<file path="src/hdl/rrip_victim_select_top_assert.svh">
// Assertion macros for the victim select block
`ifndef RRIP_VICTIM_SELECT_TOP_ASSERT_SVH
`define RRIP_VICTIM_SELECT_TOP_ASSERT_SVH

`ifndef SYNTHESIS
`define RRIP_ASSERT_IMP(lbl, ante, cons, msg) \
    lbl: assert property (@(posedge clk) disable iff (!rst_n) (ante) |-> (cons)) \
        else $error(msg);
`define RRIP_ASSERT_NEXT(lbl, ante, cons, msg) \
    lbl: assert property (@(posedge clk) disable iff (!rst_n) (ante) |=> (cons)) \
        else $error(msg);
`else
`define RRIP_ASSERT_IMP(lbl, ante, cons, msg)
`define RRIP_ASSERT_NEXT(lbl, ante, cons, msg)
`endif

`endif

</file>
<file path="src/hdl/rrip_pkg.sv">
// Shared types and constants of the replacement victim select block
package rrip_pkg;

    localparam int CTR_W      = 3;
    localparam int CTR_VALS   = 1 << CTR_W;
    localparam logic [CTR_W-1:0] CTR_HIT  = 3'd7;
    localparam logic [CTR_W-1:0] CTR_FILL = 3'd1;

    localparam int SET_IN_W   = 10;
    localparam int WAY_W      = 4;
    localparam int RND_W      = 16;

    // input beat layout
    localparam int F_SET_LSB  = 0;
    localparam int F_WAY_LSB  = F_SET_LSB + SET_IN_W;
    localparam int F_HIT_BIT  = F_WAY_LSB + WAY_W;
    localparam int F_WB_BIT   = F_HIT_BIT + 1;
    localparam int F_RND_LSB  = F_WB_BIT + 1;
    localparam int IN_DATA_W  = 32;
    localparam int OUT_DATA_W = 8;

    // set index reduction is split across the accept and read cycles
    localparam int RED_SPLIT  = 5;

    // remainder unit: bits retired per cycle
    localparam int DIV_STEPS  = 4;
    localparam int DIV_CYC    = RND_W / DIV_STEPS;

    typedef enum logic [0:0] {
        MODE_VICTIM = 1'b0,
        MODE_UPDATE = 1'b1
    } mode_t;

    typedef enum logic [2:0] {
        ST_CLEAR,
        ST_IDLE,
        ST_READ,
        ST_EVAL,
        ST_DIV,
        ST_EMIT
    } state_t;

endpackage

</file>
<file path="src/hdl/rrip_row_eval.sv">
// Row logic: access update, aging by row minimum, zero-way mask and k-th zero pick
module rrip_row_eval
    import rrip_pkg::*;
#(
    parameter int WAYS  = 16,
    parameter int CNT_W = 5
)
(
    input  logic [CTR_W*WAYS-1:0] row,
    input  logic [WAY_W-1:0]      upd_way,
    input  logic                  upd_hit,
    input  logic                  upd_wb,
    input  logic [WAYS-1:0]       sel_mask,
    input  logic [CNT_W-1:0]      sel_k,
    output logic [CTR_W*WAYS-1:0] upd_row,
    output logic                  upd_en,
    output logic [CTR_W*WAYS-1:0] aged_row,
    output logic                  aged,
    output logic [WAYS-1:0]       zmask,
    output logic [CNT_W-1:0]      zcnt,
    output logic [WAY_W-1:0]      pick_way,
    output logic                  pick_found
);

    logic [CTR_VALS-1:0] present;
    logic [CTR_W-1:0]    min_val;
    logic [CTR_W-1:0]    upd_val;
    logic [CNT_W-1:0]    prefix;

    // single-way write; a writeback hit leaves the row alone
    always_comb
    begin
        upd_val = upd_hit ? CTR_HIT : CTR_FILL;
        upd_en  = (int'(upd_way) < WAYS) && !(upd_hit && upd_wb);
        for (int w = 0; w < WAYS; w++)
        begin
            upd_row[w*CTR_W +: CTR_W] = (w == int'(upd_way)) ? upd_val
                                                              : row[w*CTR_W +: CTR_W];
        end
    end

    // the lowest counter value present is the row minimum; zero when any way is zero
    always_comb
    begin
        present = '0;
        for (int w = 0; w < WAYS; w++)
        begin
            present[row[w*CTR_W +: CTR_W]] = 1'b1;
        end
        min_val = '0;
        for (int v = CTR_VALS - 1; v >= 0; v--)
        begin
            if (present[v])
            begin
                min_val = CTR_W'(v);
            end
        end
        aged = !present[0];
    end

    always_comb
    begin
        zcnt = '0;
        for (int w = 0; w < WAYS; w++)
        begin
            aged_row[w*CTR_W +: CTR_W] = row[w*CTR_W +: CTR_W] - min_val;
            zmask[w] = (aged_row[w*CTR_W +: CTR_W] == '0);
            zcnt     = zcnt + CNT_W'(zmask[w]);
        end
    end

    // the way whose count of zero ways below it equals k is the victim
    always_comb
    begin
        pick_way   = '0;
        pick_found = 1'b0;
        prefix     = '0;
        for (int w = 0; w < WAYS; w++)
        begin
            prefix = '0;
            for (int j = 0; j < WAYS; j++)
            begin
                if (j < w)
                begin
                    prefix = prefix + CNT_W'(sel_mask[j]);
                end
            end
            if (sel_mask[w] && (prefix == sel_k))
            begin
                pick_way   = WAY_W'(w);
                pick_found = 1'b1;
            end
        end
    end

endmodule

</file>
<file path="config.mk">
export PLATFORM = sky130hd
export DESIGN_NAME = rrip_row_eval
export DESIGN_NICKNAME = d
export VERILOG_FILES = /design/src/hdl/rrip_victim_select_top_assert.svh /design/src/hdl/rrip_pkg.sv /design/src/hdl/rrip_row_eval.sv
export SDC_FILE = /design/constraint.sdc
export NUM_CORES = 1
export LEC_CHECK = 0
export ABC_CLOCK_PERIOD_IN_PS = 8400
export BUFFER_PORTS_ARGS = -buffer_cell sky130_fd_sc_hd__buf_2
export CELL_PAD_IN_SITES_DETAIL_PLACEMENT = 1
export CELL_PAD_IN_SITES_GLOBAL_PLACEMENT = 2
export CORE_MARGIN = 3
export CORE_UTILIZATION = 28
export DETAILED_ROUTE_END_ITERATION = 12
export PLACE_DENSITY = 0.95
export SETUP_SLACK_MARGIN = 0.3
export SLEW_MARGIN = 0
export SYNTH_ARGS = -nofsm -noshare
export SYNTH_HDL_FRONTEND = slang
export SYNTH_SLANG_ARGS = --single-unit
</file>
<file path="constraint.sdc">
create_clock -name vclk -period 8.4
set_input_delay 0.84 -clock vclk [all_inputs]
set_output_delay 0.84 -clock vclk [all_outputs]
set_load 0.01 [all_outputs]
</file>
# Yosys cells after proc, flatten, opt, wreduce, memory -nomap -nowiden

Index checks and enable logic that the tools add are counted.

$add $sub $neg: 45
$lt $le $gt $ge: 32
Equal/unequal tests: 30
Multiplexer cells: 88
Bitwise logic cells: 15
Reduce and logical (&&, ||, !) cells: 53

Operator list:

| kind                                                                                | number |
|---|---|
| 8-bit OR                                                                            | 15 |
| 5-bit by 1-bit adder with 5-bit output                                              | 23 |
| 3-bit two-way mux                                                                   | 25 |
| 5-bit == test                                                                       | 14 |
| 3-bit by 4-bit less-than comparator with 1-bit output, second input constant        | 16 |
| 4-bit two-way mux                                                                   | 13 |
| 1-bit demux with 3-bit select                                                       | 16 |
| 3-bit by 1-bit greater-or-equal comparator with 1-bit output, second input constant | 16 |
| 3-bit zero test                                                                     | 16 |
| 3-bit subtractor                                                                    | 16 |
| 1-bit logical AND                                                                   | 33 |
| 1-bit two-way mux                                                                   | 33 |
| 4-bit == test, first input constant                                                 | 8 |
| 3-bit by 4-bit == test with 1-bit output, first input constant                      | 4 |
| 2-bit by 4-bit == test with 1-bit output, first input constant                      | 2 |
| 2-bit by 1-bit adder with 3-bit output                                              | 2 |
| 4-bit by 1-bit adder with 5-bit output                                              | 1 |
| 1-bit by 5-bit == test with 1-bit output                                            | 1 |
| 5-bit zero test                                                                     | 1 |
| 1-bit by 1-bit adder with 2-bit output                                              | 2 |
| 3-bit by 1-bit adder with 4-bit output                                              | 1 |
| 1-bit by 4-bit == test with 1-bit output, first input constant                      | 1 |
| 4-bit zero test                                                                     | 1 |
| 1-bit zero test                                                                     | 2 |
| 2-bit two-way mux                                                                   | 1 |

Register bits: 0
Bits of input ports: 75
Output and inout port bits: 124

# Depth between registers and ports, before layout

Word-level depth: 44
Mapped depth: 28
Depth with buffers taken out: 27

# Worst setup path before layout

OpenSTA, ideal clock, no wires.

Path type: input to output
Start point: input row[11]
End point: output zcnt[2]
Arrival time: 7.385 ns
Required time: 7.560 ns
Path slack: 0.175 ns
Stages: 22
Cell sequence: clkbuf_1 > nor3_1 > a21o_1 > a221oi_1 > and4_1 > clkbuf_1 > nand2_1 > a21oi_1 > fa_1 > xnor2_1 > xnor2_1 > inv_1 > nor3_1 > inv_1 > fa_1 > fa_1 > fa_1 > inv_1 > fa_1 > ha_1 > fa_1 > xor2_1

Word-level cells in the longest chain between the ends: 42

RTL lines:

| what                                                                                                                                                        | RTL line            | RTL |
|---|---|---|
| start: declaration                                                                                                                                          | rrip_row_eval.sv:9  | `input logic [CTR_W*WAYS-1:0] row,` |
| 3-bit by 4-bit less-than comparator with 1-bit output (not written as such) or 3-bit by 1-bit greater-or-equal comparator with 1-bit output (tied branches) | rrip_row_eval.sv:48 | `present[row[w*CTR_W +: CTR_W]] = 1'b1;` |
| 1-bit logical AND (not written as such)                                                                                                                     | rrip_row_eval.sv:48 |  |
| 1-bit two-way mux (not written as such)                                                                                                                     | rrip_row_eval.sv:48 |  |
| 1-bit demux with 3-bit select (*)                                                                                                                           | rrip_row_eval.sv:48 |  |
| 8-bit OR (no line) (*) (13 in series)                                                                                                                       | --                  |  |
| 3-bit two-way mux (7 in series)                                                                                                                             | rrip_row_eval.sv:53 | `if (present[v])` |
| 3-bit two-way mux (*)                                                                                                                                       | rrip_row_eval.sv:53 |  |
| 3-bit subtractor (*)                                                                                                                                        | rrip_row_eval.sv:66 | `aged_row[w*CTR_W +: CTR_W] = row[w*CTR_W +: CTR_W] - min_val;` |
| named net aged_row[2]                                                                                                                                       | rrip_row_eval.sv:17 | `output logic [CTR_W*WAYS-1:0] aged_row,` |
| 3-bit zero test (*)                                                                                                                                         | rrip_row_eval.sv:67 | `zmask[w] = (aged_row[w*CTR_W +: CTR_W] == '0);` |
| named net zmask[0]                                                                                                                                          | rrip_row_eval.sv:19 | `output logic [WAYS-1:0] zmask,` |
| 1-bit by 1-bit adder with 2-bit output (*)                                                                                                                  | rrip_row_eval.sv:68 | `zcnt = zcnt + CNT_W'(zmask[w]);` |
| 2-bit by 1-bit adder with 3-bit output (*)                                                                                                                  | rrip_row_eval.sv:68 |  |
| 3-bit by 1-bit adder with 4-bit output (*)                                                                                                                  | rrip_row_eval.sv:68 |  |
| 4-bit by 1-bit adder with 5-bit output (*)                                                                                                                  | rrip_row_eval.sv:68 |  |
| 5-bit by 1-bit adder with 5-bit output (*) (11 in series)                                                                                                   | rrip_row_eval.sv:68 |  |
| end: declaration                                                                                                                                            | rrip_row_eval.sv:20 | `output logic [CNT_W-1:0] zcnt,` |

Mark *: on every way through the listed nets, which the timed path passes. The rest lies on a longest branch.

# Worst setup path after layout

Start point: input sel_mask[0]
End point: output pick_found

Word-level cells in the longest chain between the ends: 17

RTL lines:

| what                                                                                | RTL line            | RTL |
|---|---|---|
| start: declaration                                                                  | rrip_row_eval.sv:13 | `input logic [WAYS-1:0] sel_mask,` |
| 1-bit by 1-bit adder with 2-bit output, or another cell as far along                | rrip_row_eval.sv:85 | `prefix = prefix + CNT_W'(sel_mask[j]);` |
| 2-bit by 1-bit adder with 3-bit output, or another cell as far along                | rrip_row_eval.sv:85 |  |
| 5-bit by 1-bit adder with 5-bit output, or another cell as far along (12 in series) | rrip_row_eval.sv:85 |  |
| 5-bit == test, or another cell as far along                                         | rrip_row_eval.sv:88 | `if (sel_mask[w] && (prefix == sel_k))` |
| 1-bit logical AND or 1-bit two-way mux (tied branches)                              | rrip_row_eval.sv:88 |  |
| 1-bit two-way mux (*)                                                               | rrip_row_eval.sv:88 |  |
| end: declaration                                                                    | rrip_row_eval.sv:22 | `output logic pick_found` |

Every way passes the cells marked *; elsewhere a longest branch is shown, timed or not.

==> out/metrics.yaml <==
worst_setup_path:
  cp-end-kind: "primary output"
  crit_buf_inv: 4
  setup.worst_path.start_class: "input port"
  cp_max_fo: 5
  crit_top_cell: "ha_4"
  crit_required_ps: 7560
  cp_slowest_stage_delay_ps: 610
  crit_slowest_cell: "fa_2"
  critPathArrivalTime_ps: 7030
  crit_family: "adder cells"
  critPathKind: "in -> out"
power_and_ir_drop:
  p_per_area_nw_per_um2: 277
  p_sw_mw: 1.04
  ir_worst_vdd_v: 0.000588
  power_mw: 1.90
  internal-power_mw: 0.865
  pwr-share-clk: 0
  p_leak_nw: 3.28
  pwr-share-comb: 1.000
  swShare: 0.545
  power_frac_seq: 0
global_routing:
  grt-ovfl-total: 0
  grt_pass1_wl_mm: 35.9
  grt_pass1_vias: 6567
  gr-usage-all-layers: 0.216
  antenna_found_initial: 2
  grt_max_degree: 32
floorplanning:
  die-area_um2: 21000
  die_h_um: 145
  die_w_um: 145
  io_pins: 199
  start_util: 0.286
  num_rows: 50
  coreArea_um2: 18800
timing:
  worst_pin_slew_ps: 681
  period_minus_slack_ps: 7870
  rsz0062_at_grt: "no"
  fin_crit_sh: 0.937
  final-setup-viol-count: 0
  hold_viol_final: 0
  timing.fmax_mhz: 127
  slew_violations: 0
  slew_headroom: 0.534
  setup_ws_ps: 529
  tns_ps: 0
synth:
  yosys-top-cells-area: "xnor2_1 13%, ha_1 11%, fa_1 10%"
  synth_top_area_cell: "xnor2_1"
  yosys_warnings: 0
  syn-cell-area_um2: 5390
  synth_cells: 745
  syn-mean-instance-area_um2: 7.24
  synth_seq_area_share: 0
  synth_nets: 895
  ys_types: 69
  yosysTopAreaCellShare: 0.130
layout:
  final_cells: 1183
  seq_area_um2: 0
  area_growth_pct: 27.2
  final_util: 0.364
  final_nets: 1073
  drive_above_1_share: 0.315
  nClkBuffers: 0
  design.seq.count: 0
detailed_routing:
  drt_iter0_markers: 300
  num_vias: 6312
  antenna_left: 0
  drcViolationCount: 0
  wl_mm: 24.2
  first_pass_iters: 5
  viasPerCell: 5.34
  wire_per_inst_um: 20.5
min_path:
  hold_path.class: "in -> out"
placement:
  port_buffers: 199
  hpwl_mm: 20.4
  dp_cells: 1179
  gp_congestion: 0.964
  dp_slack_ps: -70.2
clock_network:
  hold_buffers: 0
status:
  outcome: "finished clean"
run:
  maxCapViolCount: 0
stage by stage:
stage                     hold slack, ps  cell area (um^2)
after detailed placement            1930              6660
final                               1930              6860
after global placement              1920              6660
after global routing                1960              6860
after floorplan                     1750              5400
after CTS                           1940              6720
kinds of logic (layout without fill, tap and decap cells):
logic type,after synthesis,count (layout),share of synthesized area
AO/OA/AOI/OAI,109,109,0.144
XOR/XNOR,121,121,0.233
buffers and inverters,133,309,0.0935
adder cells (fa/ha/maj),75,75,0.213
other,0,2,0
multiplexers,24,24,0.0490
AND/OR/NAND/NOR,283,283,0.267
what timing repair did:
action,in CTS,in global routing
buffers inserted,1,1
setup endpoints to repair,5,9
pin swaps,1,4
gates resized for setup,7,21
hold endpoints to repair,0,0
gates cloned,0,0
layer usage:
| layer | up-vias | track usage | routed length [um] |
|---|---|---|---|
| li1 | 2948 | - | - |
| met1 | 3038 | 0.263 | 9640 |
| met2 | 272 | 0.395 | 12200 |
| met3 | 52 | 0.0414 | 1910 |
| met4 | 2 | 0.0407 | 501 |
| met5 | - | 0 | 12 |
worst min-delay path: cells and delay by family:
family                 cells  cell delay (ps)
buffers and inverters      2              210
and+or+nand+nor            1               40
cell usage after synthesis, types with 18 or more instances:
master and count:
clkbuf_1 32, fa_1 28, ha_1 47, inv_1 98
mux2_2 19, nand2_1 62, nand3_1 50, nand4_1 18
nor2_1 32, nor3_1 51, o21ai_0 24, xnor2_1 80
xor2_1 25
final cells by class:
| type | instances | area, um^2 |
|---|---|---|
| tap | 260 | 325 |
| inverter | 98 | 368 |
| fill | 2404 | 12000 |
| multi-input combinational | 612 | 5070 |
| antenna | 2 | 5.00 |
| timing repair buffer | 211 | 1090 |
power groups by stage:
stage                       Clock (mW)  Sequential, mW  Combinational (mW)
final                     0.0000000320               0                1.90
after global routing      0.0000000160               0                2.07
after CTS                            0               0                1.76
after detailed placement             0               0                1.70
after global placement               0               0                1.65
after floorplan                      0               0                1.25
layout by cell type, fill, tap and decap left out, drive strengths merged, types with 6 or more instances in the layout:
cell      n
nor3     52
nor2     33
fa       28
xnor2    86
or2      11
buf     211
xor2     29
nand2b    7
mux2     19
a32oi     7
nand2    62
a21oi    14
o21ai    26
inv      98
o22ai     6
nand3    51
or3      13
and3      8
nor4     11
ha       47
nand4    18
path summary, 6_finish.rpt:
path	start	to	slack (ps)	cells past startpoint
max	sel_mask[0]	pick_found	530	26
min	upd_wb	upd_en	1930	3
(Power assumes the default switching activity.)
