==> src/hdl/rrip_victim_select_top_assert.svh <==
// Assertion macros for the victim select block
`ifndef RRIP_VICTIM_SELECT_TOP_ASSERT_SVH
`define RRIP_VICTIM_SELECT_TOP_ASSERT_SVH

`ifndef SYNTHESIS
`define RRIP_ASSERT_IMP(lbl, ante, cons, msg) \
    lbl: assert property (@(posedge clk) disable iff (!rst_n) (ante) |-> (cons)) \
        else $error(msg);
`define RRIP_ASSERT_NEXT(lbl, ante, cons, msg) \
    lbl: assert property (@(posedge clk) disable iff (!rst_n) (ante) |=> (cons)) \
        else $error(msg);
`else
`define RRIP_ASSERT_IMP(lbl, ante, cons, msg)
`define RRIP_ASSERT_NEXT(lbl, ante, cons, msg)
`endif

`endif

==> src/hdl/rrip_pkg.sv <==
// Shared types and constants of the replacement victim select block
package rrip_pkg;

    localparam int CTR_W      = 3;
    localparam int CTR_VALS   = 1 << CTR_W;
    localparam logic [CTR_W-1:0] CTR_HIT  = 3'd7;
    localparam logic [CTR_W-1:0] CTR_FILL = 3'd1;

    localparam int SET_IN_W   = 10;
    localparam int WAY_W      = 4;
    localparam int RND_W      = 16;

    // input beat layout
    localparam int F_SET_LSB  = 0;
    localparam int F_WAY_LSB  = F_SET_LSB + SET_IN_W;
    localparam int F_HIT_BIT  = F_WAY_LSB + WAY_W;
    localparam int F_WB_BIT   = F_HIT_BIT + 1;
    localparam int F_RND_LSB  = F_WB_BIT + 1;
    localparam int IN_DATA_W  = 32;
    localparam int OUT_DATA_W = 8;

    // set index reduction is split across the accept and read cycles
    localparam int RED_SPLIT  = 5;

    // remainder unit: bits retired per cycle
    localparam int DIV_STEPS  = 4;
    localparam int DIV_CYC    = RND_W / DIV_STEPS;

    typedef enum logic [0:0] {
        MODE_VICTIM = 1'b0,
        MODE_UPDATE = 1'b1
    } mode_t;

    typedef enum logic [2:0] {
        ST_CLEAR,
        ST_IDLE,
        ST_READ,
        ST_EVAL,
        ST_DIV,
        ST_EMIT
    } state_t;

endpackage

==> src/hdl/rrip_rem_unit.sv <==
// Iterative remainder unit: random value modulo zero-way count
module rrip_rem_unit
    import rrip_pkg::*;
#(
    parameter int DIV_W = 5
)
(
    input  logic             clk,
    input  logic             rst_n,
    input  logic             start,
    input  logic [RND_W-1:0] dividend,
    input  logic [DIV_W-1:0] divisor,
    output logic             done,
    output logic [DIV_W-1:0] remainder
);

    localparam int CYC_W = (DIV_CYC > 1) ? $clog2(DIV_CYC) : 1;

    logic             busy_reg;
    logic             done_reg;
    logic [CYC_W-1:0] cnt_reg;
    logic [RND_W-1:0] dvd_reg;
    logic [RND_W-1:0] dvd_next;
    logic [DIV_W-1:0] dsr_reg;
    logic [DIV_W-1:0] rem_reg;
    logic [DIV_W-1:0] rem_next;
    logic [DIV_W:0]   trial;

    // restoring steps: shift in one dividend bit, subtract when it fits
    always_comb
    begin
        dvd_next = dvd_reg;
        rem_next = rem_reg;
        trial    = '0;
        for (int s = 0; s < DIV_STEPS; s++)
        begin
            trial    = {rem_next, dvd_next[RND_W-1]};
            dvd_next = dvd_next << 1;
            if (trial >= {1'b0, dsr_reg})
            begin
                trial = trial - {1'b0, dsr_reg};
            end
            rem_next = trial[DIV_W-1:0];
        end
    end

    always_ff @(posedge clk or negedge rst_n)
    begin
        if (!rst_n)
        begin
            busy_reg <= 1'b0;
            done_reg <= 1'b0;
            cnt_reg  <= '0;
        end
        else if (start)
        begin
            busy_reg <= 1'b1;
            done_reg <= 1'b0;
            cnt_reg  <= '0;
        end
        else if (busy_reg)
        begin
            cnt_reg <= cnt_reg + 1'b1;
            if (cnt_reg == CYC_W'(DIV_CYC - 1))
            begin
                busy_reg <= 1'b0;
                done_reg <= 1'b1;
            end
        end
        else
        begin
            done_reg <= 1'b0;
        end
    end

    always_ff @(posedge clk)
    begin
        if (start)
        begin
            dvd_reg <= dividend;
            dsr_reg <= divisor;
            rem_reg <= '0;
        end
        else if (busy_reg)
        begin
            dvd_reg <= dvd_next;
            rem_reg <= rem_next;
        end
    end

    assign done      = done_reg;
    assign remainder = rem_reg;

endmodule

==> config.mk <==
export PLATFORM = sky130hd
export DESIGN_NAME = rrip_rem_unit
export DESIGN_NICKNAME = d
export VERILOG_FILES = /design/src/hdl/rrip_victim_select_top_assert.svh /design/src/hdl/rrip_pkg.sv /design/src/hdl/rrip_rem_unit.sv
export SDC_FILE = /design/constraint.sdc
export NUM_CORES = 1
export LEC_CHECK = 0
export BUFFER_PORTS_ARGS = -buffer_cell sky130_fd_sc_hd__clkbuf_2
export CAP_MARGIN = 20
export CORE_MARGIN = 3
export CORE_UTILIZATION = 42
export CTS_CLUSTER_SIZE = 16
export DETAILED_ROUTE_END_ITERATION = 16
export PLACE_DENSITY_LB_ADDON = 0.08
export SETUP_SLACK_MARGIN = 0.05
export SLEW_MARGIN = 30
export SYNTH_ARGS = -nofsm -noshare
export SYNTH_HDL_FRONTEND = slang
export SYNTH_SLANG_ARGS = --single-unit
==> constraint.sdc <==
create_clock -name clk -period 10.45 [get_ports clk]
set_input_delay 0 -clock clk [delete_from_list [all_inputs] [get_ports clk]]
set_output_delay 0 -clock clk [all_outputs]
set_load 0.01 [all_outputs]
# Word level (Yosys, flattened, before mapping)
# Index checks and enable logic that the tools add are counted.
# word_totals
ff_bits,30
in_bits,24
out_inout_bits,6
wordCells,32
# op_classes
addsub,5
order_cmp,4
eq_ne,2
mux,14
n_reduce_logical,1
# op_table
operator,count
2-to-1 mux 16 bit,2
>= comparator 6 x 5 -> 1 bit,4
2-to-1 mux 5 bit,4
subtractor 5 bit,4
2-to-1 mux 1 bit,6
2-to-1 mux 2 bit,2
"inequality test 3 x 2 -> 1 bit, second input constant",1
"adder 2 x 1 -> 2 bit, second input constant",1
"== test 2 bit, second input constant",1
nonzero test 2 bit,1

# Logic depth before layout (Yosys ltp)
# Gate-level depths: netlist (run 1).
# depth
word_depth,8
ltp_mapped,32
mapped_depth_nobuf,31

# Worst setup path after synthesis (run 1)
# OpenSTA, ideal clock, no wires.
# synth_path
path_kind,register to register
startpoint,register dsr_reg[1]
endpoint,"register rem_reg[0], in the netlist remainder[0]"
setup_ns,0.122
arrival_time_ns,6.898
required_time_ns,10.328
path_slack_ns,3.430
path_stages_with_launch,30
path_buffers,1
synth_period_minus_slack_ns,7.020
path_cell_list,edfxtp_1 > inv_1 > fa_1 > a21oi_2 > o22ai_2 > or3_1 > buf_6 > mux2_2 > ha_1 > nand2b_1 > o2bb2ai_1 > a21oi_1 > a211oi_4 > mux2_2 > fa_1 > nand2b_1 > o2bb2ai_1 > a21oi_1 > a211oi_1 > mux2i_2 > mux2i_1 > fa_1 > a21o_1 > a21o_1 > a21o_1 > a21oi_1 > o41ai_1 > a221oi_4 > nor3b_1 > a311o_1
# synth_between
elab_chain_len,8
word_cells_on_any_way,11
cone_classes,add/sub: 3; order compare: 4; mux: 4
# synth_lines
item,line,rtl
start: declaration,rrip_rem_unit.sv:24,logic [DIV_W-1:0] dsr_reg;
start signal: assignment,rrip_rem_unit.sv:81,dsr_reg <= divisor;
subtractor 5 bit or >= comparator 6 x 5 -> 1 bit (tied branches),"rrip_rem_unit.sv:41, rrip_rem_unit.sv:39",
2-to-1 mux 5 bit,rrip_rem_unit.sv:39,"if (trial >= {1'b0, dsr_reg})"
subtractor 5 bit or >= comparator 6 x 5 -> 1 bit (tied branches),"rrip_rem_unit.sv:41, rrip_rem_unit.sv:39",
2-to-1 mux 5 bit,rrip_rem_unit.sv:39,
subtractor 5 bit or >= comparator 6 x 5 -> 1 bit (tied branches),"rrip_rem_unit.sv:41, rrip_rem_unit.sv:39",
2-to-1 mux 5 bit,rrip_rem_unit.sv:39,
>= comparator 6 x 5 -> 1 bit (*),rrip_rem_unit.sv:39,
2-to-1 mux 5 bit (*),rrip_rem_unit.sv:39,
end signal: assignment,rrip_rem_unit.sv:87,rem_reg <= rem_next;
end: declaration,rrip_rem_unit.sv:25,logic [DIV_W-1:0] rem_reg;
# Every way passes the cells marked *; elsewhere a longest branch is shown, timed or not.
# A chain may end at the register's enable or synchronous reset.

# Worst setup path in the final report (run 1)
# layout_path
startpoint,register dsr_reg[1]
endpoint,"register rem_reg[4], in the netlist remainder[4]"
# layout_between
elab_chain_len,8
word_cells_on_any_way,12
cone_classes,add/sub: 4; order compare: 4; mux: 4
# layout_lines
item,line
subtractor 5 bit or >= comparator 6 x 5 -> 1 bit (tied branches),"rrip_rem_unit.sv:41, rrip_rem_unit.sv:39"
2-to-1 mux 5 bit,rrip_rem_unit.sv:39
subtractor 5 bit or >= comparator 6 x 5 -> 1 bit (tied branches),"rrip_rem_unit.sv:41, rrip_rem_unit.sv:39"
2-to-1 mux 5 bit,rrip_rem_unit.sv:39
subtractor 5 bit or >= comparator 6 x 5 -> 1 bit (tied branches),"rrip_rem_unit.sv:41, rrip_rem_unit.sv:39"
2-to-1 mux 5 bit,rrip_rem_unit.sv:39
subtractor 5 bit or >= comparator 6 x 5 -> 1 bit (tied branches),"rrip_rem_unit.sv:41, rrip_rem_unit.sv:39"
2-to-1 mux 5 bit (*),rrip_rem_unit.sv:39
# Marked as above.

==> results of run 1 <==
## cells by family after synthesis
group / Yosys count / share of synthesized area, %
AOI/OAI and AO/OA: 37 / 14.2
xor gates and xnor gates: 13 / 5.25
adders and majority gates: 25 / 15.8
buffers and inverters: 22 / 4.15
DFF: 30 / 38.3
muxes: 25 / 12.7
and+or+nand+nor: 39 / 9.52
## per-stage QoR
stage / setup WS (ns) / hold WS [ns]
2_1_floorplan: 3.43 / -0.296
3_3_place_gp: 2.65 / -0.193
3_5_place_dp: 2.55 / -0.187
4_1_cts: 2.49 / 0.000854
5_1_grt: 2.03 / 0.00981
6_report: 2.51 / 0.000854
## final timing paths
path / start / to / slack (ns)
max: dsr_reg[1] / remainder[4] / 2.51
min: dividend[2] / dvd_reg[2] / 0.0009
max reg2reg: dsr_reg[1] / remainder[4] / 2.51
min reg2reg: done / done / 0.49
max in group asynchronous: rst_n / cnt_reg[0] / 10.27
min in group asynchronous: rst_n / busy_reg / 0.06
## layout make-up
type | instances | area, sq um
timing repair buffer | 38 | 235
sequential | 30 | 831
fill | 456 | 2270
multi-input combinational | 139 | 1250
inverter | 17 | 63.8
clock buffer | 8 | 111
tap | 67 | 83.8
## metal layers
| layer | vias up | track usage, % | share of wire, % |
|---|---|---|---|
| met5 | - | 0 | 0 |
| met2 | 35 | 27.7 | 50 |
| li1 | 780 | - | - |
| met4 | 0 | 5.69 | 1.3 |
| met3 | 6 | 3.13 | 3.4 |
| met1 | 798 | 20.3 | 45 |
## cells in the final DEF (no fill, tap or decap), types with 3 or more instances in the layout
cell type	n
a211oi_1	3
a21o_1	7
a21oi_1	9
and2_1	4
clkbuf_2	29
clkbuf_8	6
dfrtp_1	4
dfxtp_1	5
dlygate4sd3_1	9
edfxtp_1	21
fa_1	4
ha_1	21
inv_1	17
mux2_2	18
mux2i_1	6
nand2_1	6
nand2b_1	4
nand3_1	4
nor2_1	10
nor3b_1	3
xnor2_1	10
xor2_1	3
## critical path, delay by kind of cell, from the launching register on
kind / cells / cell delay (ns)
AOI/OAI and AO/OA: 15 / 2.84
adders and majority gates: 4 / 1.77
buffers and inverters: 1 / 0.21
DFF: 1 / 0.43
muxes: 5 / 1.81
and+or+nand+nor: 3 / 0.71
==> metrics, run 1 <==
first-pass GRT wire length=7620 um; DIE WIDTH=77.9 um; # H-tree levels=2; final hold vios=0; Yosys top cell area share=29.1%; ys flop type=edfxtp_1; clock-pin slew on the worst setup and hold paths=0.07 ns; Final period util=76.0%; Max Cap Violations=0; maximum clock frequency=126 MHz; standard-cell rows=25; RSZ-0062 raised after global routing=false; Avg Cell Area, Syn=11.4 sq um; Post-synth top cells=edfxtp_1, ha_1, mux2_2, inv_1; GR Overflow Total=0; effective utilization at floorplan=44.7%; IO buf count=29; DRT antenna net count=0; Post-Route WL=4530 um; post-synth net total=240; Synth warnings=0; hpwl dp=3530 um; GRT Util Overall=16.2%; clk sinks=30; Vias=1619; worst path required time=10.58 ns; WL/cell=15.1 um; I/O pin total=30; worst-skew pair later-pin latency=0.28 ns; ys async rst share=13.3%; Placed Cells=282; DRC viols=0; drt pass-1 iters=4; FF-to-FF path depth=28; status=complete, no violations; final setup fails=0; Synth Register Bits=30; layout cell share with drive strength beyond 1=26.7%; Antenna diodes=0; fin area=2570 sq um; Finished Layout Cells=299; initial antenna violation count=0; Critical Path Fanout Max=8; Synth cell types=42; Synth area leaders=edfxtp_1, ha_1, mux2_2; relative slew slack=55.9%; core area=4850 sq um; Final #Nets=280; Slowest cell on crit path=fa_1; sequential area share after synthesis=38.3%; final slew viol count=0; Vias/cell=5.41; Tmin final=7.94 ns; Largest stage delay, worst path=0.50 ns; die area=6060 sq um; WS Path Type=reg -> reg; setup tns final=0 ns; kind of capture point of the worst setup path=flip-flop; worst min path class=in -> reg; Post-Syn Area=2170 sq um; initial detailed-routing violation count=63; clk buf depth=2; Arrival @ worst endpoint=8.08 ns; cts bufs inserted=5; EDFF count, synth=21; Post-CTS Setup Bufs=0; Final Core Density=53.1%; Yosys top cell by area=edfxtp_1; max FFs per register=16; CTS tree=built; Die Ht=77.9 um; hold path depth=2; hold buffer count at CTS=9; gpl congestion=0.829; clock skew=0.00664 ns; vias in the first global route=1646; Root Buffer=clkbuf_8; critical path startpoint category=flip-flop; worst-margin pin slew=0.661 ns; Area Overhead vs Synth=18.6%; largest net degree at the start of global routing=32; Syn Inst Count=191; cts repair resizes=0; Area after DPL=2370 sq um
Power of run 1 is left out: the tool's default activity adds up to more than one toggle a clock period on the data nets, which glitch-free logic cannot reach.
==> run 2: changes to the inputs <==
ABC_AREA = 1   (was not set)
clock period = 8.15 ns   (was 10.45 ns; I/O delays follow)
==> run 2 against run 1 <==
Cell count up 41%. Final area up 11%. Clock-buffer cell count down 1. Worst setup slack worse by 0.22 ns. Core utilization up 1.4 points. Wire length up 7.9%. Fmax up 35%. Hold slack better by 0.048 ns. Via count up 20%. Non-clock buffer count up 13. Critical endpoint is now remainder[2]. Global-route usage up 0.81 points. First-iteration DRC count unchanged.
==> metrics, run 2 <==
sequential area share after synthesis=35.8%; GR Overflow Total=0; worst path required time=8.32 ns; critical path startpoint category=flip-flop; ys async rst share=13.3%; Tmin final=5.87 ns; EDFF count, synth=21; clk sinks=30; Post-synth top cells=nand2_1, inv_1, edfxtp_1, ha_1, nand3_1; largest net degree at the start of global routing=25; clock-pin slew on the worst setup and hold paths=0.06 ns; layout cell share with drive strength beyond 1=16.2%; Post-Route WL=4890 um; relative slew slack=58.3%; Synth area leaders=edfxtp_1, nand2_1, ha_1; Post-CTS Setup Bufs=0; I/O pin total=30; DIE WIDTH=80.3 um; GRT met1 Usage=21.0%; Synth cell types=30; most common cell after layout, fill and taps aside=nand2_1; effective utilization at floorplan=44.3%; Vias/cell=4.62; global route hottest layer=met2; clk buf depth=2; xor/xnor cell area share of the yosys netlist=3.40%; met3 Use GR=3.25%; final slew viol count=0; Synth warnings=0; max FFs per register=16; worst-skew pair later-pin latency=0.27 ns; Root Buffer=clkbuf_8; Area Overhead vs Synth=23.0%; cts bufs inserted=5; Syn Inst Count=296; WL/cell=11.6 um; GRT met2 Usage=30.9%; setup tns final=0 ns; post-synth net total=345; DRC viols=0; Slowest cell on crit path=fa_1; worst min path class=in -> async; largest family of logic cells by synthesized area=simple AND/OR/NAND/NOR gates; WS Path Type=reg -> reg; Yosys top cell area share=27.2%; Die Ht=80.3 um; final hold vios=0; Synth Register Bits=30; kind of capture point of the worst setup path=flip-flop; standard-cell rows=26; Worst path most repeated cell=nand2_1; worst-margin pin slew=0.624 ns; RSZ-0062 raised after global routing=false; CTS tree=built; DRT antenna net count=0; status=complete, no violations; vias in the first global route=1988; Avg Cell Area, Syn=7.84 sq um; ys flop type=edfxtp_1; post-synthesis simple-gate area fraction=33.5%; Final #Nets=400; most common cell in the synthesized netlist=nand2_1; Synth Area in Adders=14.8%; initial detailed-routing violation count=63; Synth Area in Compound Gates=5.28%; GRT Util Overall=17.0%; Vias=1949; drt pass-1 iters=4; Final period util=72.0%; hpwl dp=3790 um; mux contribution to synthesized area=0%; Antenna diodes=0; Yosys top cell by area=edfxtp_1; most frequent cells in the layout=nand2_1, inv_1, clkbuf_2; reg-to-reg slack, setup=2.28 ns; initial antenna violation count=0; Arrival @ worst endpoint=6.03 ns; Post-Syn Area=2320 sq um; Largest stage delay, worst path=0.49 ns; # H-tree levels=2; gpl congestion=0.875; Max Cap Violations=0; clock skew=0.00251 ns; first-pass GRT wire length=8640 um; IO buf count=29; die area=6450 sq um; Critical Path Fanout Max=9; maximum clock frequency=170 MHz; final setup fails=0; core area=5240 sq um; Fill cells=499
[run 2: cell types whose count changed in the layout (fill, tap and decap cells not counted), moves of 5 or more]
cell / previous run / this run
o21ai_0: 2 / 7
nand3_1: 4 / 20
xnor2_1: 10 / 4
dlygate4sd3_1: 9 / 22
mux2i_1: 6 / 0
nand2_1: 6 / 112
a21o_1: 7 / 0
inv_1: 17 / 39
mux2_2: 18 / 0
[run 2: logic make-up after synthesis]
family,after synthesis
buffers and inverters,45
adder cells (fa/ha/maj),25
AND/OR/NAND/NOR,166
XOR/XNOR,9
flip-flops,30
AO/OA/AOI/OAI,21
[run 2: area by class of cell]
cell class | instances | area, sq um | share of cell area (%)
sequential | 30 | 831 | 29.1
timing repair buffer | 51 | 365 | 12.8
tap | 70 | 87.6 | 3.07
inverter | 42 | 158 | 5.52
multi-input combinational | 221 | 1320 | 46.3
clock inverter | 1 | 5.00 | 0.175
clock buffer | 7 | 86.3 | 3.02
[run 2: path summary, 6_finish.rpt]
path                            start            to  cells after the start
hold reg to reg            dvd_reg[9]   dvd_reg[13]                      2
min in group clk                start    dsr_reg[0]                      1
setup / recovery           dsr_reg[1]  remainder[2]                     37
max in group asynchronous       rst_n      busy_reg                      2
hold / removal                  rst_n    cnt_reg[1]                      2
setup reg to reg           dsr_reg[1]  remainder[2]                     37
[run 2: routing by layer]
| layer | vias up | wire, um |
|---|---|---|
| met5 | - | 0 |
| met4 | 0 | 25 |
| met3 | 4 | 180 |
| met2 | 43 | 2460 |
| met1 | 850 | 2220 |
| li1 | 1052 | - |
[run 2: timing repair]
action / CTS / global route
gates resized for setup: 0 / 0
hold buffers: 21 / 1
endpoints found under the hold margin: 24 / 1
[run 2: critical path: cells and delay by family, from the launching register on]
kind                     cells  cell delay [ns]
buffers and inverters        7             0.59
AO/OA/AOI/OAI                5             1.00
AND/OR/NAND/NOR             21             2.22
flip-flops                   1             0.44
adder cells (fa/ha/maj)      4             1.47
[run 2: metrics by stage]
step | std cells | worst slack, ns | instance area (sq um) | util [%] | hold slack [ns]
CTS | 421 | 2.29 | 2840 | 54.3 | 0.00294
finish | 422 | 2.28 | 2850 | 54.5 | 0.0490
floorplan | 296 | 2.98 | 2320 | - | -0.296
global placement | 392 | 2.40 | 2540 | 48.5 | -0.188
global route | 422 | 1.73 | 2850 | 54.5 | 0.0567
detailed placement | 392 | 2.30 | 2540 | 48.5 | -0.189
Power of run 2 is left out for the same reason.
==> run 3: changes to the inputs <==
ABC_AREA = 0   (was 1)
clock period = 5.4 ns   (was 8.15 ns; I/O delays follow)
==> run 3 against run 2 <==
The run now ends with negative setup slack left. Via count shrank 6.2%. Clock skew about the same. Register-to-register slack worse by 3.4 ns. Fmax decreased by 10%. Worst setup slack lost 3.4 ns. Final area up 11%. Hold slack got worse by 0.038 ns. Highest routed layer unchanged.
==> metrics, run 3 (synthesized netlist as in run 1, its figures left out) <==
status=complete, but fails checks; failing checks=negative setup slack; gpl congestion=0.914; reg2reg end=remainder[4]; WS Path Type=reg -> reg; crit-path leading delay family=compound AO/OA/AOI/OAI gates; GRT Util Overall=20.5%; IO buf count=29; clock-pin slew on the worst setup and hold paths=0.06 ns; Die Ht=77.9 um; Area Overhead vs Synth=45.9%; Slowest cell on crit path=edfxtp_1; worst path required time=5.53 ns; Hold EP=dvd_reg[0]; Vias/cell=5.17; die area=6060 sq um; max FFs per register=16; DRT antenna net count=0; final hold vios=0; FF-to-FF path depth=28; Antenna diodes=0; hold path depth=2; Setup WS pre-CTS=-1.34 ns; Post-Route WL=5530 um; Arrival @ worst endpoint=6.65 ns; effective utilization at floorplan=44.7%; Final period util=121%; CTS tree=built; largest net degree at the start of global routing=32; clk buf depth=2; RSZ-0062 raised after global routing=true; hpwl dp=4480 um; Critical Path Fanout Max=5; Final WS setup=-1.11 ns; WHS=0.0110 ns; final slew viol count=0; worst-skew pair later-pin latency=0.27 ns; Root Buffer=clkbuf_8; startpoint of the worst hold path=dividend[0]; kind of capture point of the worst setup path=flip-flop; cts bufs inserted=5; Largest stage delay, worst path=0.43 ns; layout cell share with drive strength beyond 1=50.5%; standard-cell rows=25; initial detailed-routing violation count=62; clock skew=0.00205 ns; DIE WIDTH=77.9 um; GR Overflow Total=0; most frequent cells in the layout=buf_4, clkbuf_2, edfxtp_1; maximum clock frequency=153 MHz; setup tns final=-5.39 ns; drt pass-1 iters=4; worst min path class=in -> reg; initial antenna violation count=0; r2r startpoint=dsr_reg[0]; most common cell after layout, fill and taps aside=buf_4; first-pass GRT wire length=9470 um; worst-margin pin slew=0.648 ns; Vias=1829; final setup fails=5; vias in the first global route=2016; I/O pin total=30; relative slew slack=56.8%; # H-tree levels=2; reg-to-reg slack, setup=-1.11 ns; Final #Nets=335; Tmin final=6.51 ns; core area=4850 sq um; critical path startpoint category=flip-flop; clk sinks=30; DRC viols=0; Worst Path Buf+Inv=1; WL/cell=15.6 um; Max Cap Violations=0
-- run 3: changes by cell type in the layout (fill, tap and decap cells not counted), sizes merged, moves of 7 or more --
cell / before / now
a21o: 0 / 8
nand3: 25 / 4
dlygate4sd3: 22 / 7
nand2: 118 / 6
mux2: 0 / 18
mux2i: 0 / 7
o21ai: 10 / 2
buf: 0 / 57
inv: 42 / 17
-- run 3: timing repair --
action                     CTS  global route
setup endpoints to repair    5             5
gates resized for setup     11             3
hold endpoints to repair    10             0
hold buffers                 7             0
buffers inserted             2             0
pin swaps                    7             0
-- run 3: routing by layer --
metal  part of all wire, %  wire (um)  track usage, %
met2                    52       2870            36.8
met1                    38       2120            22.3
met3                   4.0        223            2.90
met5                     0          0               0
met4                   5.7        316            12.8
-- run 3: cell type report --
type                            instances  area [sq um]
Tap cell                               67          83.8
Fill cell                             401          1680
Multi-Input combinational cell        139          1450
Timing Repair Buffer                   93           647
Sequential cell                        30           831
Inverter                               17          63.8
Clock inverter                          1          5.00
Clock buffer                            7          86.3
-- run 3: worst max path at each step --
stage,start,to,cells past startpoint
after floorplan,dvd_reg[15],remainder[0],31
after global placement,dsr_reg[0],remainder[4],29
after detailed placement,dsr_reg[0],remainder[4],29
after CTS,dsr_reg[0],remainder[4],28
after global routing,dsr_reg[0],remainder[4],28
final,dsr_reg[0],remainder[4],28
-- run 3: stage by stage --
step | std cells | instance area, sq um | util, %
after floorplan | 191 | 2290 | -
after global placement | 337 | 2900 | 59.8
after detailed placement | 337 | 2900 | 59.8
after CTS | 354 | 3140 | 64.8
after global routing | 354 | 3170 | 65.3
final | 354 | 3170 | 65.3
Power of run 3 is left out for the same reason.
